<file path="src/rtl/btmx_pkg.sv">
// ----------------------------------------------------------------------------
// btmx_pkg: shared types and constants for the binary trie min-xor block
// Key and node-store sizes, item kinds, result codes, FSM states and the
// command/status bundles between controller and datapath.
// ----------------------------------------------------------------------------
`default_nettype none

package btmx_pkg;

	localparam int KEY_BITS   = 30;
	localparam int NODE_COUNT = 4096;
	localparam int NODE_W     = $clog2(NODE_COUNT);
	localparam int ENTRY_W    = 2 * NODE_W;
	localparam int LVL_W      = $clog2(KEY_BITS);
	localparam int CNT_W      = NODE_W + 1;
	localparam int TDATA_W    = ((KEY_BITS + 7) / 8) * 8;

	typedef enum logic [1:0] {
		KIND_CLEAR  = 2'd0,
		KIND_INSERT = 2'd1,
		KIND_QUERY  = 2'd2
	} btmx_kind_t;

	typedef enum logic [1:0] {
		ST_OK    = 2'd0,
		ST_EMPTY = 2'd1,
		ST_FULL  = 2'd2
	} btmx_status_t;

	typedef enum logic [2:0] {
		S_IDLE,
		S_START,
		S_WALK,
		S_WR_PAR,
		S_WR_CHAIN,
		S_DONE
	} btmx_state_t;

	// controller -> datapath
	typedef struct packed {
		logic         load_item;
		logic         clear_trie;
		logic         walk_step;
		logic         set_parent;
		logic         write_parent;
		logic         write_chain;
		logic         load_out;
		btmx_status_t out_status;
	} btmx_cmd_t;

	// datapath -> controller
	typedef struct packed {
		btmx_kind_t kind;
		logic       empty;
		logic       lvl_zero;
		logic       want_miss;
		logic       both_miss;
		logic       fits;
	} btmx_sts_t;

endpackage

`default_nettype wire

</file>
<file path="src/rtl/btmx_ctrl.sv">
// ----------------------------------------------------------------------------
// btmx_ctrl: trie controller
// Sequences one item at a time: accept, dispatch, walk, allocate, deliver.
// ----------------------------------------------------------------------------
`default_nettype none

module btmx_ctrl import btmx_pkg::*; (
	input  logic      clk,
	input  logic      arst_n,
	input  logic      in_valid,
	output logic      in_ready,
	output logic      out_valid,
	input  logic      out_ready,
	input  btmx_sts_t sts,
	output btmx_cmd_t cmd
);

	btmx_state_t  state_q, state_d;
	btmx_status_t st_q, st_d;
	logic         out_valid_q, out_valid_d;

	always_ff @(posedge clk or negedge arst_n) begin
		if (!arst_n) begin
			state_q     <= S_IDLE;
			st_q        <= ST_OK;
			out_valid_q <= 1'b0;
		end else begin
			state_q     <= state_d;
			st_q        <= st_d;
			out_valid_q <= out_valid_d;
		end
	end

	always_comb begin
		state_d        = state_q;
		st_d           = st_q;
		cmd            = '0;
		cmd.out_status = st_q;
		unique case (state_q)
			S_IDLE: begin
				if (in_valid) begin
					cmd.load_item = 1'b1;
					state_d       = S_START;
				end
			end
			S_START: begin
				st_d = ST_OK;
				unique case (sts.kind)
					KIND_CLEAR: begin
						cmd.clear_trie = 1'b1;
						state_d        = S_DONE;
					end
					KIND_INSERT: state_d = S_WALK;
					KIND_QUERY: begin
						if (sts.empty) begin
							st_d    = ST_EMPTY;
							state_d = S_DONE;
						end else begin
							state_d = S_WALK;
						end
					end
					default: state_d = S_DONE;
				endcase
			end
			S_WALK: begin
				if (sts.kind == KIND_INSERT) begin
					priority if (sts.want_miss) begin
						if (sts.fits) begin
							cmd.set_parent = 1'b1;
							state_d        = S_WR_PAR;
						end else begin
							st_d    = ST_FULL;
							state_d = S_DONE;
						end
					end else if (sts.lvl_zero) begin
						state_d = S_DONE;
					end else begin
						cmd.walk_step = 1'b1;
					end
				end else begin
					cmd.walk_step = 1'b1;
					if (sts.both_miss || sts.lvl_zero) begin
						state_d = S_DONE;
					end
				end
			end
			S_WR_PAR: begin
				cmd.write_parent = 1'b1;
				state_d          = S_WR_CHAIN;
			end
			S_WR_CHAIN: begin
				cmd.write_chain = 1'b1;
				if (sts.lvl_zero) begin
					state_d = S_DONE;
				end
			end
			S_DONE: begin
				if (!out_valid_q || out_ready) begin
					cmd.load_out = 1'b1;
					state_d      = S_IDLE;
				end
			end
			default: state_d = S_IDLE;
		endcase
	end

	always_comb begin
		if (cmd.load_out) begin
			out_valid_d = 1'b1;
		end else if (out_ready) begin
			out_valid_d = 1'b0;
		end else begin
			out_valid_d = out_valid_q;
		end
	end

	assign in_ready  = (state_q == S_IDLE);
	assign out_valid = out_valid_q;

endmodule

`default_nettype wire

</file>
<file path="config.mk">
export PLATFORM = sky130hd
export DESIGN_NAME = btmx_ctrl
export DESIGN_NICKNAME = d
export VERILOG_FILES = /design/src/rtl/btmx_pkg.sv /design/src/rtl/btmx_ctrl.sv
export SDC_FILE = /design/constraint.sdc
export NUM_CORES = 1
export LEC_CHECK = 0
export BUFFER_PORTS_ARGS = -buffer_cell sky130_fd_sc_hd__buf_2
export CAP_MARGIN = 10
export CORE_AREA = 5 5 42 44
export CTS_CLUSTER_DIAMETER = 30
export DETAILED_ROUTE_END_ITERATION = 6
export DIE_AREA = 0 0 47 49
export PLACE_DENSITY = 0.76
export SETUP_SLACK_MARGIN = 0.1
export SYNTH_ARGS = -nofsm -noshare
export SYNTH_HDL_FRONTEND = slang
export SYNTH_SLANG_ARGS = --single-unit
export TNS_END_PERCENT = 50
</file>
<file path="constraint.sdc">
create_clock -name clk -period 1.6 [get_ports clk]
set_input_delay 0.08 -clock clk [delete_from_list [all_inputs] [get_ports clk]]
set_output_delay 0.08 -clock clk [all_outputs]
set_load 0.05 [all_outputs]
</file>
==> impl_metrics.env <==
export IMPL_drive_above_1_share=0.469
export IMPL_timing_setup_critical_path_class="reg2out"
export IMPL_crit_path_max_incr_delay_ns=0.44
export IMPL_yosys_area_top_type="sky130_fd_sc_hd__dfrtp_1"
export IMPL_warning_count_from_the_yosys_run=0
export IMPL_total_power_mw=1.29
export IMPL_compound_cell_area_share_of_the_yosys_netlist=0.212
export IMPL_synth_cell_area_um2=532
export IMPL_placed_cell_area_um2=667
export IMPL_sw_frac=0.507
export IMPL_fmax_mhz=669
export IMPL_timing_hold_worst_class="in2reg"
export IMPL_power_leakage_nw=0.384
export IMPL_yosys_area_share_simple=0.301
export IMPL_grt_start_max_net_pins=9
export IMPL_worstPathArrival_ns=1.42
export IMPL_mux_cell_area_share_after_synthesis=0
export IMPL_timing_critical_path_from_type="flop"
export IMPL_worst_path_dominant_cell_family="buffers and inverters"
export IMPL_worst_path_max_delay_cell="sky130_fd_sc_hd__dfrtp_2"
export IMPL_remaining_antenna_violation_count=0
export IMPL_floorplan_die_area_um2=2300
export IMPL_synth_edf_count=0
export IMPL_total_number_of_vias=613
export IMPL_timing_final_crit_share=0.935
export IMPL_ctsHtreeMaxLevel=1
export IMPL_overall_fraction_of_global_route_tracks_in_use=0.144
export IMPL_final_min_clock_period_ns=1.50
export IMPL_synthArstFlopShare=1.00
export IMPL_p_per_area_nw_per_um2=1600
export IMPL_synthToLayoutAreaGrowth_pct=51.3
export IMPL_setup_viol=0
export IMPL_sequential_power_share=0.217
export IMPL_ranking_of_synthesized_cells_by_instance_count="sky130_fd_sc_hd__dfrtp_1, sky130_fd_sc_hd__inv_1, sky130_fd_sc_hd__nor2_1, sky130_fd_sc_hd__a21oi_1"
export IMPL_timing_max_transition_violations_final=0
export IMPL_post_route_drc_count=0
export IMPL_timing_hold_violations_final=0
export IMPL_initial_core_util=0.379
export IMPL_place_ws_ns=0.169
export IMPL_gr_total_overflow=0
export IMPL_grt_pass1_vias=610
export IMPL_critical_path_endpoint_type="output pin"
export IMPL_total_of_flip_flops_plus_latches_after_synthesis=6
export IMPL_synth_nets=84
export IMPL_gp_routability_congestion=0.834
export IMPL_detailed_routing_iteration_count_for_the_pre_antenna_repair_pass=4
export IMPL_power_switching_mw=0.653
export IMPL_power_frac_comb=0.671
export IMPL_cts_max_path_buffers=2
export IMPL_worstPathCellList="buf_4, nor3b_2, buf_2"
export IMPL_relSlewSlack=0.724
export IMPL_initialDrtViolationCount=10
export IMPL_share_of_yosys_cell_area_claimed_by_the_top_area_cell_type=0.282
export IMPL_detail_route_vias_per_cell=5.38
export IMPL_grt_met2_use=0.247
export IMPL_global_route_met1_usage=0.145
export IMPL_synth_xor_area_frac=0
export IMPL_std_cell_core_area_um2=1400
export IMPL_die_height_um=49
export IMPL_clock_skew_ns=0.00149
export IMPL_fin_util=0.574
export IMPL_cts_sinks=6
export IMPL_grt_setup_unrepaired="yes"
export IMPL_largest_cells_by_area_after_synthesis="sky130_fd_sc_hd__dfrtp_1, sky130_fd_sc_hd__ha_1, sky130_fd_sc_hd__a21oi_1"
export IMPL_avgRoutedWirePerCell_um=13.1
export IMPL_cts_tree="done"
export IMPL_critPathRequiredTime_ns=1.52
export IMPL_grt_pass1_wl_mm=2.43
export IMPL_worst_slew_pin_transition_ns=0.410
export IMPL_met3_resource_use_gr=0.0185
export IMPL_num_rows=14
export IMPL_max_vdd_ir_drop_uv=715
export IMPL_clk_latency_ns=0.25
export IMPL_antenna_found_initial=0
export IMPL_totalWireLength_mm=1.49
export IMPL_ys_types=30
export IMPL_path_max_fanout=7
export IMPL_run_status="complete, no violations"
export IMPL_placement_io_buffers=21
export IMPL_p_int_mw=0.635
export IMPL_grt_busiest_layer="met2"
export IMPL_cts_inserted_buffers=3
export IMPL_diodes=0
export IMPL_stdcell_area_um2=805
export IMPL_synth_fa_ha_area_frac=0.0941
export IMPL_max_cap_violations=0
export IMPL_critPathBufInv=2
export IMPL_clk_pin_slew_ns=0.05
export IMPL_synth_seq_area_share=0.282
export IMPL_ioPinCount=22
export IMPL_num_nets_final=115
export IMPL_ys_flop_type="sky130_fd_sc_hd__dfrtp_1"
export IMPL_syn_inst=69
export IMPL_average_cell_area_after_synthesis_um2=7.71
export IMPL_cts_root_buffer="sky130_fd_sc_hd__clkbuf_4"
export IMPL_dominant_combinational_cell_family_by_area_after_synthesis="simple AND/OR/NAND/NOR gates"
export IMPL_hpwl_mm=1.10
export IMPL_setup_tns_final_ns=0
export IMPL_floorplan_die_width_um=47
export IMPL_pwr_share_clk=0.112
export IMPL_setup_ws_ns=0.104
## worst reg2reg max path: stages, from the launching register on
cell	delay, ns
sky130_fd_sc_hd__dfrtp_2	0.46
sky130_fd_sc_hd__buf_6	0.14
sky130_fd_sc_hd__or4_4	0.53
sky130_fd_sc_hd__a31oi_4	0.15
sky130_fd_sc_hd__a21oi_1	0.05
## power groups by stage
stage	logic [mW]	clock network [mW]	registers [mW]
6_report	0.864	0.144	0.280
4_1_cts	0.811	0.151	0.271
3_5_place_dp	0.716	0	0.285
3_3_place_gp	0.706	0	0.283
2_1_floorplan	0.535	0	0.316
5_1_grt	0.929	0.154	0.290
## placed cells by master (no fill, tap or decap), types with 3 or more instances in the layout
| master | count |
|---|---|
| sky130_fd_sc_hd__ha_1 | 4 |
| sky130_fd_sc_hd__a21oi_1 | 4 |
| sky130_fd_sc_hd__nor2b_1 | 3 |
| sky130_fd_sc_hd__dfrtp_2 | 3 |
| sky130_fd_sc_hd__buf_6 | 4 |
| sky130_fd_sc_hd__inv_1 | 6 |
| sky130_fd_sc_hd__and2_1 | 3 |
| sky130_fd_sc_hd__o21ai_1 | 3 |
| sky130_fd_sc_hd__o21ai_0 | 4 |
| sky130_fd_sc_hd__buf_2 | 17 |
| sky130_fd_sc_hd__buf_4 | 9 |
| sky130_fd_sc_hd__nor2_1 | 5 |
| sky130_fd_sc_hd__dfrtp_1 | 3 |
| sky130_fd_sc_hd__clkbuf_4 | 3 |
| sky130_fd_sc_hd__nand3_1 | 3 |
| sky130_fd_sc_hd__nand2_1 | 3 |
## cells by family (layout without fill, tap and decap cells)
kind of cell / after synthesis / after routing
adder cells (fa/ha/maj): 4 / 4
flip-flops: 6 / 6
AO/OA/AOI/OAI: 19 / 19
buffers and inverters: 12 / 41
AND/OR/NAND/NOR: 28 / 28
## final cells by class
type	count	area, µm²
flip-flops and latches	6	154
fillers	153	597
inverters	7	28.8
clock buffers	3	22.5
multi-input cells	51	372
well taps	16	20.0
repair buffers	31	208
## metrics by stage
stage          instances  hold slack [ns]
2_1_floorplan         69           -0.216
3_3_place_gp         104          -0.0894
3_5_place_dp         104          -0.0840
4_1_cts              113            0.114
5_1_grt              114            0.137
6_report             114            0.117
## sequential cells by signal, indices dropped and copies added, names as in the netlist
signal,flops
state_q,3
st_q,2
out_valid,1
## what timing repair did
action                     CTS  global route
buffers inserted             5             1
gates resized for setup      9             9
setup endpoints to repair    5             6
hold endpoints to repair     6             0
hold buffers                 1             0
pin swaps                    1             3
## final timing paths
check	from	to	slack [ns]	depth (start not counted)
hold / removal	sts[4]	st_q[0]	0.12	3
setup / recovery	state_q[0]	cmd[3]	0.10	3
min in group asynchronous	arst_n	state_q[0]	0.19	2
hold reg to reg	out_valid	out_valid	0.51	2
setup reg to reg	state_q[2]	state_q[2]	0.15	4
max in group asynchronous	arst_n	state_q[2]	1.24	2
## per-layer routing
metal / vias to the layer above / wire length (µm)
li1: 301 / -
met1: 288 / 604
met2: 20 / 778
met3: 4 / 73
met4: 0 / 33
met5: - / 0
No activity file was read; power rests on OpenSTA's default activity.
